===== src/hw/rtl/bta_pkg.sv =====
package bta_pkg;

  // function codes of an input beat
  localparam logic [1:0] FUNC_USE   = 2'd0;
  localparam logic [1:0] FUNC_FREE  = 2'd1;
  localparam logic [1:0] FUNC_CLEAR = 2'd2;

  // fixed field widths
  localparam int unsigned FuncW = 2;
  localparam int unsigned SlotW = 11;

  // reciprocal divide by the word size: pos * RECIP >> RECIP_SHIFT
  localparam int unsigned RecipShift = 20;
  localparam int unsigned RecipW     = 18;
  localparam int unsigned ProdW      = SlotW + RecipW;

  // commands from the controller to the datapath
  typedef struct packed {
    logic load;       // latch the accepted beat
    logic div;        // first step of the word/bit split
    logic addr;       // correction step, word and bit registered
    logic rd_mod;     // read the addressed word
    logic wr_mod;     // write back the modified word, update count
    logic clr_step;   // write one zero word of the clearing sweep
    logic scan_start; // restart the find-first-free scan
    logic scan_step;  // one step of the scan
  } cmd_t;

  // status from the datapath to the controller
  typedef struct packed {
    logic item_bad;   // mark with an out-of-range slot number
    logic item_mark;  // mark used or mark free
    logic item_clear; // clear all slots
    logic clr_last;   // sweep is at the last word
    logic scan_done;  // scan found a free slot or ran out of words
  } status_t;

endpackage


===== src/hw/rtl/bta_ctrl.sv =====
module bta_ctrl (
  input  logic             clk_i,
  input  logic             rst_ni,
  input  logic             start,
  input  bta_pkg::status_t status_i,
  output bta_pkg::cmd_t    cmd_o,
  output logic             busy,
  output logic             done_o
);

  typedef enum logic [3:0] {
    ST_INIT,
    ST_IDLE,
    ST_DECODE,
    ST_ADDR,
    ST_READ,
    ST_MODIFY,
    ST_CLEAR,
    ST_SCAN_START,
    ST_SCAN
  } state_e;

  state_e state_q, state_d;
  logic   busy_q;
  logic   done_q;

  // next state
  always_comb begin
    state_d = state_q;
    unique case (state_q)
      ST_INIT: begin
        if (status_i.clr_last) state_d = ST_IDLE;
      end
      ST_IDLE: begin
        if (start) state_d = ST_DECODE;
      end
      ST_DECODE: begin
        priority if (status_i.item_clear) state_d = ST_CLEAR;
        else if (status_i.item_mark && !status_i.item_bad) state_d = ST_ADDR;
        else state_d = ST_SCAN_START;
      end
      ST_ADDR:       state_d = ST_READ;
      ST_READ:       state_d = ST_MODIFY;
      ST_MODIFY:     state_d = ST_SCAN_START;
      ST_CLEAR: begin
        if (status_i.clr_last) state_d = ST_SCAN_START;
      end
      ST_SCAN_START: state_d = ST_SCAN;
      ST_SCAN: begin
        if (status_i.scan_done) state_d = ST_IDLE;
      end
      default:       state_d = ST_IDLE;
    endcase
  end

  // commands decoded from the state
  always_comb begin
    cmd_o            = '0;
    cmd_o.load       = (state_q == ST_IDLE) && start;
    cmd_o.div        = (state_q == ST_DECODE);
    cmd_o.addr       = (state_q == ST_ADDR);
    cmd_o.rd_mod     = (state_q == ST_READ);
    cmd_o.wr_mod     = (state_q == ST_MODIFY);
    cmd_o.clr_step   = (state_q == ST_INIT) || (state_q == ST_CLEAR);
    cmd_o.scan_start = (state_q == ST_SCAN_START);
    cmd_o.scan_step  = (state_q == ST_SCAN);
  end

  // state and registered outputs
  always_ff @(posedge clk_i or negedge rst_ni) begin
    if (!rst_ni) begin
      state_q <= ST_INIT;
      busy_q  <= 1'b1;
      done_q  <= 1'b0;
    end else begin
      state_q <= state_d;
      busy_q  <= (state_d != ST_IDLE);
      done_q  <= (state_q == ST_SCAN) && status_i.scan_done;
    end
  end

  assign busy   = busy_q;
  assign done_o = done_q;

endmodule


===== src/hw/rtl/bta_dp.sv =====
module bta_dp #(
  parameter int unsigned NUM_TILES = 1024,
  parameter int unsigned WORD_BITS = 32
) (
  input  logic                         clk_i,
  input  logic                         rst_ni,
  input  bta_pkg::cmd_t                cmd_i,
  output bta_pkg::status_t             status_o,
  input  logic [bta_pkg::FuncW-1:0]    func_i,
  input  logic [bta_pkg::SlotW-1:0]    tile_index_i,
  output logic [bta_pkg::SlotW-1:0]    first_free_o,
  output logic [bta_pkg::SlotW-1:0]    used_count_o,
  output logic                         index_error_o
);

  localparam int unsigned MapWords = (NUM_TILES + WORD_BITS - 1) / WORD_BITS;
  localparam int unsigned AW       = (MapWords > 1) ? $clog2(MapWords) : 1;
  localparam int unsigned BW       = $clog2(WORD_BITS);
  localparam int unsigned CW       = $clog2(NUM_TILES + 1);
  localparam int unsigned LastBits = NUM_TILES - (MapWords - 1) * WORD_BITS;
  localparam int unsigned Recip    = (1 << bta_pkg::RecipShift) / WORD_BITS;
  localparam int unsigned SW       = bta_pkg::SlotW;
  localparam logic [AW-1:0] LastWord = AW'(MapWords - 1);

  // bitmap memory
  logic [WORD_BITS-1:0] mem_q [MapWords];

  // latched beat
  logic [bta_pkg::FuncW-1:0] func_q;
  logic [SW-1:0]             idx_q;
  logic                      err_q;

  // word/bit split
  logic [SW-1:0]             pos;
  logic [bta_pkg::ProdW-1:0] prod;
  logic [SW-1:0]             q_est_q;
  logic [SW-1:0]             rem;
  logic [AW-1:0]             word_q;
  logic [BW-1:0]             bit_q;

  // read port
  logic                 rd_en;
  logic [AW-1:0]        rd_addr;
  logic [WORD_BITS-1:0] rd_data_q;
  logic [AW-1:0]        rd_tag_q;
  logic                 rd_vld_q;

  // write port
  logic                 wr_en;
  logic [AW-1:0]        wr_addr;
  logic [WORD_BITS-1:0] wr_data;

  // sweep, count, scan
  logic [AW-1:0]        sweep_q;
  logic [CW-1:0]        cnt_q;
  logic [AW-1:0]        scan_addr_q;
  logic                 issued_all_q;
  logic                 scan_issue;
  logic [WORD_BITS-1:0] valid_mask;
  logic [WORD_BITS-1:0] free_vec;
  logic [WORD_BITS-1:0] lowest;
  logic [BW-1:0]        enc;
  logic                 scan_eval;
  logic                 scan_hit;
  logic                 scan_miss;
  logic [CW-1:0]        hit_slot;
  logic [CW-1:0]        ff_q;
  logic                 was_used;
  logic                 is_use;

  // beat latch and range check
  always_ff @(posedge clk_i) begin
    if (cmd_i.load) begin
      func_q <= func_i;
      idx_q  <= tile_index_i;
      err_q  <= ((func_i == bta_pkg::FUNC_USE) || (func_i == bta_pkg::FUNC_FREE)) &&
                ((tile_index_i == '0) || ({2'b00, tile_index_i} > (SW + 2)'(NUM_TILES)));
    end
  end

  // quotient estimate by reciprocal, then one correction
  assign pos  = idx_q - SW'(1);
  assign prod = bta_pkg::ProdW'(pos) * bta_pkg::ProdW'(Recip);
  assign rem  = pos - SW'(q_est_q * WORD_BITS);

  always_ff @(posedge clk_i) begin
    if (cmd_i.div) begin
      q_est_q <= SW'(prod >> bta_pkg::RecipShift);
    end
    if (cmd_i.addr) begin
      if (rem >= SW'(WORD_BITS)) begin
        word_q <= AW'(q_est_q + SW'(1));
        bit_q  <= BW'(rem - SW'(WORD_BITS));
      end else begin
        word_q <= AW'(q_est_q);
        bit_q  <= BW'(rem);
      end
    end
  end

  // read and write port selection
  assign scan_issue = cmd_i.scan_step && !issued_all_q;
  assign rd_en      = cmd_i.rd_mod || scan_issue;
  assign rd_addr    = cmd_i.rd_mod ? word_q : scan_addr_q;

  assign is_use   = (func_q == bta_pkg::FUNC_USE);
  assign was_used = rd_data_q[bit_q];
  assign wr_en    = cmd_i.clr_step || cmd_i.wr_mod;
  assign wr_addr  = cmd_i.clr_step ? sweep_q : word_q;

  always_comb begin
    wr_data = rd_data_q;
    if (cmd_i.clr_step) begin
      wr_data = '0;
    end else begin
      wr_data[bit_q] = is_use;
    end
  end

  // bitmap memory access
  always_ff @(posedge clk_i) begin
    if (wr_en) begin
      mem_q[wr_addr] <= wr_data;
    end
    if (rd_en) begin
      rd_data_q <= mem_q[rd_addr];
      rd_tag_q  <= rd_addr;
    end
  end

  // control registers
  always_ff @(posedge clk_i or negedge rst_ni) begin
    if (!rst_ni) begin
      rd_vld_q     <= 1'b0;
      sweep_q      <= '0;
      cnt_q        <= '0;
      scan_addr_q  <= '0;
      issued_all_q <= 1'b0;
    end else begin
      rd_vld_q <= rd_en;
      if (cmd_i.load) begin
        sweep_q <= '0;
      end else if (cmd_i.clr_step) begin
        sweep_q <= sweep_q + AW'(1);
      end
      if (cmd_i.clr_step) begin
        cnt_q <= '0;
      end else if (cmd_i.wr_mod) begin
        if (is_use && !was_used) begin
          cnt_q <= cnt_q + CW'(1);
        end else if (!is_use && was_used) begin
          cnt_q <= cnt_q - CW'(1);
        end
      end
      if (cmd_i.scan_start) begin
        scan_addr_q  <= '0;
        issued_all_q <= 1'b0;
      end else if (scan_issue) begin
        if (scan_addr_q == LastWord) begin
          issued_all_q <= 1'b1;
        end else begin
          scan_addr_q <= scan_addr_q + AW'(1);
        end
      end
    end
  end

  // slots past the end of the last word count as used
  always_comb begin
    valid_mask = '1;
    if (rd_tag_q == LastWord) begin
      for (int unsigned b = 0; b < WORD_BITS; b++) begin
        valid_mask[b] = (b < LastBits);
      end
    end
  end

  // lowest free bit of the word just read
  assign free_vec = ~rd_data_q & valid_mask;
  assign lowest   = free_vec & (~free_vec + WORD_BITS'(1));

  always_comb begin
    enc = '0;
    for (int unsigned b = 0; b < WORD_BITS; b++) begin
      enc = enc | (lowest[b] ? BW'(b) : BW'(0));
    end
  end

  assign scan_eval = cmd_i.scan_step && rd_vld_q;
  assign scan_hit  = scan_eval && (free_vec != '0);
  assign scan_miss = scan_eval && (free_vec == '0) && (rd_tag_q == LastWord);
  assign hit_slot  = CW'(rd_tag_q * WORD_BITS) + CW'(enc) + CW'(1);

  // scan result
  always_ff @(posedge clk_i) begin
    if (scan_hit) begin
      ff_q <= hit_slot;
    end else if (scan_miss) begin
      ff_q <= '0;
    end
  end

  // status to the controller
  always_comb begin
    status_o            = '0;
    status_o.item_bad   = err_q;
    status_o.item_mark  = (func_q == bta_pkg::FUNC_USE) || (func_q == bta_pkg::FUNC_FREE);
    status_o.item_clear = (func_q == bta_pkg::FUNC_CLEAR);
    status_o.clr_last   = (sweep_q == LastWord);
    status_o.scan_done  = scan_hit || scan_miss;
  end

  assign first_free_o  = SW'(ff_q);
  assign used_count_o  = SW'(cnt_q);
  assign index_error_o = err_q;

endmodule


===== src/hw/rtl/bitmap_tile_allocator.sv =====
// Tile slot allocator over a used/free bitmap, slots numbered 1..NUM_TILES.
// Command channel: a beat (func_i, tile_index_i) is taken at a rising edge
// with start high and busy low. func_i marks one slot used, marks one slot
// free, or clears the map; a mark with slot 0 or above NUM_TILES is dropped.
// Result channel: done_o is high for exactly one cycle per command, with
// first_free_o (lowest free slot, 0 if none), used_count_o and index_error_o
// valid in that cycle. The receiver cannot stall, so the result must be
// taken in that cycle; busy falls with the strobe.
// Sequence: a mark splits its slot into word and bit, then reads and writes
// back that word; a dropped beat skips these steps, and a clear first writes
// every word of the map to zero. Every command ends in the find-first-free
// scan, one bitmap word a cycle through the single read port of the map
// memory, which stops at the word holding the lowest free slot or after the
// last word. One command is in flight at a time.
// Reset: after rst_ni is released, a clearing pass writes the MapWords words
// of the map, one a cycle; busy stays high during the pass, and
// the map then starts all free with a used count of zero.
module bitmap_tile_allocator #(
  parameter int unsigned NUM_TILES = 1024,
  parameter int unsigned WORD_BITS = 32
) (
  input  logic                      clk_i,
  input  logic                      rst_ni,
  input  logic                      start,
  output logic                      busy,
  input  logic [bta_pkg::FuncW-1:0] func_i,
  input  logic [bta_pkg::SlotW-1:0] tile_index_i,
  output logic                      done_o,
  output logic [bta_pkg::SlotW-1:0] first_free_o,
  output logic [bta_pkg::SlotW-1:0] used_count_o,
  output logic                      index_error_o
);

  bta_pkg::cmd_t    cmd;
  bta_pkg::status_t status;

  // sequencer
  bta_ctrl u_ctrl (
    .clk_i    (clk_i),
    .rst_ni   (rst_ni),
    .start    (start),
    .status_i (status),
    .cmd_o    (cmd),
    .busy     (busy),
    .done_o   (done_o)
  );

  // bitmap, count and scan
  bta_dp #(
    .NUM_TILES (NUM_TILES),
    .WORD_BITS (WORD_BITS)
  ) u_dp (
    .clk_i         (clk_i),
    .rst_ni        (rst_ni),
    .cmd_i         (cmd),
    .status_o      (status),
    .func_i        (func_i),
    .tile_index_i  (tile_index_i),
    .first_free_o  (first_free_o),
    .used_count_o  (used_count_o),
    .index_error_o (index_error_o)
  );

endmodule


===== config.mk =====
export PLATFORM = sky130hd
export DESIGN_NAME = bitmap_tile_allocator
export DESIGN_NICKNAME = d
export VERILOG_FILES = /design/src/hw/rtl/bta_pkg.sv /design/src/hw/rtl/bta_ctrl.sv /design/src/hw/rtl/bta_dp.sv /design/src/hw/rtl/bitmap_tile_allocator.sv
export SDC_FILE = /design/constraint.sdc
export NUM_CORES = 2
export LEC_CHECK = 0
export ABC_AREA = 1
export BUFFER_PORTS_ARGS = -buffer_cell sky130_fd_sc_hd__clkbuf_2
export CORE_MARGIN = 3
export CORE_UTILIZATION = 30
export DETAILED_ROUTE_END_ITERATION = 8
export PLACE_DENSITY_LB_ADDON = 0.15
export SYNTH_ARGS = -nofsm -noshare
export SYNTH_HDL_FRONTEND = slang
export SYNTH_SLANG_ARGS = --single-unit

===== constraint.sdc =====
create_clock -name clk_i -period 6.87 [get_ports clk_i]
set_input_delay 0.687 -clock clk_i [delete_from_list [all_inputs] [get_ports clk_i]]
set_output_delay 0.687 -clock clk_i [all_outputs]
set_load 0.05 [all_outputs]

## Word level (Yosys, flattened, before mapping)

Memories as Yosys holds them, arrays and structs flattened. A register that Yosys moved wholly into a read port is not among the register bits.
Index checks and enable logic that the tools add are counted.

| storage, ports and cells | value |
|---|---|
| output and inout port bits | 25 |
| RAM bits | 1,024 |
| word-level logic and storage cells | 183 |
| bits in registers | 75 |
| memories kept | 1 |

| operators by class | value |
|---|---|
| bitwise logic cells | 33 |
| add/subtract/negate cells | 11 |
| eq/ne operators | 16 |
| reductions and logical operators | 38 |
| order comparisons | 4 |
| muxes and demuxes | 64 |

Memories:

| memory | words | width | rd ports | clocked after Yosys merged registers in | wr ports | line | RTL |
|---|---|---|---|---|---|---|---|
| u_dp.mem_q | 32 | 32 | 1 | 1 | 1 | bta_dp.sv:26 | `logic [WORD_BITS-1:0] mem_q [MapWords];` |

Operator list:

| operator | count |
|---|---|
| $or A5 B5 Y5 | 30 |
| $mux W5 | 25 |
| $mux W11 | 6 |
| $not A32 Y32 | 2 |
| $mux W4 | 13 |
| $pmux W4 S9 | 1 |
| $add A32 B1 Y32 const B | 1 |
| $and A32 B32 Y32 | 1 |
| $bwmux W32 | 1 |
| $logic_not A32 Y1 | 1 |
| $mux W32 | 1 |
| $reduce_bool A32 Y1 | 1 |
| $add A11 B1 Y11 const B | 2 |
| $sub A11 B1 Y11 const B | 2 |
| $eq A4 B3 Y1 const B | 4 |
| $add A5 B1 Y5 const B | 3 |
| $eq A5 B5 Y1 const B | 3 |
| $mux W3 | 5 |
| $logic_and A1 B1 Y1 | 12 |
| $add A10 B5 Y11 | 1 |
| $ge A11 B6 Y1 const B | 1 |
| $gt A11 B11 Y1 const B | 1 |
| $logic_not A11 Y1 | 1 |
| $sub A11 B11 Y11 | 1 |
| other kinds (21) | 47 |

## Depth between registers and ports, before layout

| depth | value |
|---|---|
| depth in word-level cells | 38 |
| gate-level depth with buffers | 17 |
| depth with buffers taken out | 17 |

## Modules after synthesis

Synthesis repeated with hierarchy kept, for this count alone.

| second synthesis, totals | value |
|---|---|
| cells, all modules | 3,639 |
| area, all modules | 46,443.3 µm² |

Modules (own cells, without submodules):

| module | cells an instance | area each (µm²) | times used |
|---|---|---|---|
| bta_dp | 3,581 | 46,040.4 | 1 |
| bta_ctrl | 58 | 402.9 | 1 |

## Worst setup path before layout

Ideal clock, no wire load.

| timing | value |
|---|---|
| path kind | register -> register |
| start point | reg u_ctrl.state_q[3] |
| end point | mem u_dp.mem_q[16][0], enable pin |
| data arrival time | 2,927 ps |
| library setup time | 421 ps |
| slack | 3,522 ps |
| clock period less this slack | 3,348 ps |
| path buffers | 1 |
| stages on the path, launching flop included | 13 |
| cell sequence | dfrtp_1 -> inv_1 -> nand2_2 -> nor2_1 -> a21oi_1 -> inv_1 -> buf_4 -> nand2_1 -> o21ai_0 -> inv_2 -> nor2_1 -> nand2_1 -> nor2_1 |

| between the ends | value |
|---|---|
| cells in the longest elaborated chain, start to end | 5 |
| elaborated cells on any way between the ends | 8 |

Ends and longest elaborated chain:

| element | line | RTL |
|---|---|---|
| from (decl) | bta_ctrl.sv:23 | `state_e state_q, state_d;` |
| from (signal assigned) | bta_ctrl.sv:76 | `state_q <= state_d;` |
| $eq A4 B3 Y1 / $logic_not A4 Y1 (equally long branches) | bta_ctrl.sv:64 | `cmd_o.clr_step = (state_q == ST_INIT) \|\| (state_q == ST_CLEAR);` |
| $logic_or A1 B1 Y1 | bta_ctrl.sv:64 |  |
| $logic_or A1 B1 Y1 | bta_dp.sv:108 | `assign wr_en = cmd_i.clr_step \|\| cmd_i.wr_mod;` |
| $mux W1 | bta_dp.sv:122 | `if (wr_en) begin` |
| $mux W1 (not written as such) | bta_dp.sv:123 | `mem_q[wr_addr] <= wr_data;` |
| to (decl) | bta_dp.sv:26 |  |

Parallel ways exist; a longest one is shown, timed or not.

## Worst setup path after layout

| timing | value |
|---|---|
| start point | reg u_ctrl.state_q[1] |
| end point | mem u_dp.mem_q[16][24], enable pin |

The elaborated chain is that of the path after synthesis.

==> results by group <==
Global routing
  • Initial antenna violation count: 7
  • Met2 Use GR: 0.269
  • Layer with the highest usage: met2
  • Gr ovfl total: 0
  • Global-route wire length before repair: about 210,000 µm
  • Met1 GRT Util: 0.261
  • Vias in the first global route: between 20,000 and 30,000
  • Total Routing Usage GR: 0.178
  • Largest net degree at the start of global routing: between 150 and 200
  • Met3 usage in global routing: 0.0307

Outcome
  • Status: finished, final reports clean

Setup path
  • Arrival @ worst endpoint: 4.61 ns
  • CP cell instances: inv_1 -> nor2_1 -> inv_1 -> nor2_1 -> a21oi_2 -> buf_4 -> inv_2 -> o21ai_0 -> nand3_1 -> nor2_4
  • Crit path max fanout: 32
  • Crit path kind: flip-flop to flip-flop
  • Slowest-stage cell, CP: nor2_4
  • CP startpoint kind: flip-flop
  • CP Capture Type: flip-flop
  • CP peak stage delay: approximately 1.2 ns
  • Critical Path RT: roughly 7.2 ns

Synth
  • Post-synthesis sequential area ratio: 0.719
  • Synthesized area per cell: 12.7 µm²
  • FF+latch count, synth: between 1,000 and 1,500
  • Post-synthesis adder-cell area fraction: 0.00644
  • Synth Net Count: roughly 3,700
  • Synth Flop Type: edfxtp_1
  • Compound-Gate Fraction of Synth Area: 0.122
  • Cell count after synthesis: about 3,700
  • Cell variety after synth: between 50 and 60
  • Mux cell area share after synthesis: 0
  • EDFF count, synth: ~1,100
  • Synth warn: 0
  • Synth Cell Area: 47,000 µm²
  • Post-Synth Simple-Gate Area: 0.109
  • Ys async rst share: 0.0256
  • Main combinational cell family by area after synthesis: compound AO/OA/AOI/OAI gates
  • Xor and xnor area share after synthesis: 0.00428

Cells and area
  • Area Growth Syn to Fin: 14.7%
  • Post-layout util: 0.348
  • Post-Layout Cell Count: a little under 6,000
  • NumNets Final: between 3,000 and 4,000
  • Share of cells above drive strength 1: 0.109

Floorplan
  • Initial Util: 0.304
  • Die X: around 400 µm
  • Die area: between 150,000 and 200,000 µm²
  • Die Y: 402 µm
  • Site Rows: about 140
  • Io pins: between 40 and 50
  • Core Region: roughly 150,000 µm²

Clock network
  • Root Buffer: clkbuf_16
  • Clk Latency, worst-skew pair: 0.76 ns
  • Number of gates resized after CTS: 0
  • Hold_buf cts: 0
  • CTS buffer count: roughly 120
  • Reg clk slew, reported paths: approximately 0.06 ns
  • CTS tree: yes
  • H-tree levels: 3
  • Post-CTS Setup Bufs: 0
  • Max clock buf depth: 3
  • CTS sink cnt: ~1,100

Timing
  • Worst-Margin Slew: around 1.2 ns
  • RSZ-0062 raised after global routing: false
  • Slack of the critical path: 2.56 ns
  • Rel. slew slack: 0.178
  • Slew Viols, Final: 0
  • Setup violators final: 0
  • Fin crit period: between 4 and 5 ns
  • Final hold viol count: 0
  • Achievable Freq: ~0.23 GHz
  • Fin Clk Skew: just over 0.07 ns
  • Tcrit/Tclk final: 0.627
  • Post-Route Setup TNS: 0 ns

Place
  • Gp weighted congestion: 0.820
  • Dpl ws: 2.64 ns
  • Post-DP HPWL: ~85,000 µm
  • Port Buffers: 40
  • Dpl cells: 5,631

Pwr
  • Pwr Total: 26.8 mW
  • Peak VDD IR: between 0.3 and 0.4 mV
  • Pwr per Cell Area: 496 nW/µm²
  • P_leak: ~18 nW

Drt
  • First-iteration detailed-routing DRC count: between 2,000 and 3,000
  • Post-route DRC: 0
  • Average vias per placed instance: roughly 5.2
  • Routed Antenna Nets: 0
  • WL/cell: between 20 and 30 µm
  • Pre-antenna DRT Iters: 5
  • DRT Wirelength: 146,000 µm
  • Routed vias: between 30,000 and 40,000

Min path
  • Class of the worst hold path: primary input to async pin

Flow run
  • Max Cap Viol: 0
Yosys cell counts (all sizes together) (4+ instances only):
library cell  instances  area (µm²)
edfxtp             1102       33100
dfrtp                28         701
a311oi               19         166
o22ai                 4        31.3
nor2                656        2500
nand2               339        1300
a22oi                 6        45.0
o21ai               581        2930
nand3               188         963
a21oi                55         275
ha                   21         263
buf                 191        1200
nand4                12        75.1
clkbuf               39         149
xnor2                 5        43.8
nor3                 24         193
o221ai              256        2240
inv                 126         478
xor2                 18         158
nor4                  7        43.8
registers in the layout, summed over array words and instances, names as in the netlist:
signal / flops
u_dp.bit_q: 5
u_dp.index_error_o: 1
u_ctrl.busy: 1
u_dp.rd_tag_q: 5
u_dp.mem_q: 1024
u_ctrl.done_o: 1
u_dp.word_q: 5
u_dp.rd_vld_q: 1
u_dp.idx_q: 11
u_dp.q_est_q: 6
u_dp.scan_addr_q: 5
u_dp.rd_data_q: 32
u_dp.first_free_o: 11
u_dp.issued_all_q: 1
u_dp.sweep_q: 5
u_dp.func_q: 2
u_ctrl.state_q: 4
u_dp.used_count_o: 11
logic make-up after synthesis:
logic type / Yosys count
buffers and inverters: 358
adders and majority gates: 23
DFF: 1131
and+or+nand+nor: 1234
xor gates and xnor gates: 23
AOI/OAI and AO/OA: 929
stage by stage:
step / instance area [µm²] / hold slack [ns]
after global placement: 49900 / 0.506
after floorplan: 47000 / 0.391
after global routing: 53900 / 0.0567
final: 53900 / 0.0432
after CTS: 53900 / 0.0178
after detailed placement: 49900 / 0.514
final cells by class:
class / count / area, µm²
inverter: 128 / 515
clock inverter: 71 / 900
timing repair buffer: 119 / 856
clock buffer: 154 / 3170
antenna: 1 / 2.50
multi-input combinational: 2209 / 12100
sequential: 1131 / 33800
fill: 15200 / 101000
tap: 2044 / 2560
power by group:
part           total [mW]  switching, mW  leakage [nW]  internal [mW]
combinational        9.97           7.77          5.23           2.21
sequential           10.1          0.425          10.4           9.63
clock                6.75           2.81          1.99           3.94
total                26.8           11.0          17.6           15.8
path summary, 6_finish.rpt:
path / startpoint / endpoint / slack (ns) / cells past startpoint
min in group clk_i: func_i[0] / u_dp.func_q[0] / 0.15 / 1
max in group asynchronous: rst_ni / u_ctrl.done_o / 6.26 / 1
hold / removal: rst_ni / u_dp.used_count_o[9] / 0.04 / 1
setup / recovery: u_ctrl.state_q[1] / u_dp.mem_q[16][24] / 2.56 / 10
hold reg to reg: u_dp.issued_all_q / u_dp.issued_all_q / 0.52 / 2
setup reg to reg: u_ctrl.state_q[1] / u_dp.mem_q[16][24] / 2.56 / 10
layout by cell type, fill, tap and decap left out, drive strengths merged, types with 21 or more instances in the layout:
master / Yosys / final
buf: 191 / 79
o21ai: 581 / 581
ha: 21 / 21
clkbuf: 39 / 194
nand2: 339 / 339
o221ai: 256 / 256
edfxtp: 1102 / 1102
inv: 126 / 128
dfrtp: 28 / 28
nand3: 188 / 188
a21oi: 55 / 55
nor2: 656 / 656
clkinv: 2 / 52
nor3: 24 / 24
worst max-delay path, delay by kind of cell, from the launching register on:
kind	cells	cell delay (ns)
AND/OR/NAND/NOR	4	2.20
AO/OA/AOI/OAI	2	0.53
buffers and inverters	4	0.65
flip-flops	1	0.44
metal layers:
metal,vias to the layer above,part of all wire
li1,13800,-
met1,15400,0.47
met2,907,0.45
met3,203,0.062
met4,2,0.027
met5,-,0.000075
Power figures use the tool's default switching activity.
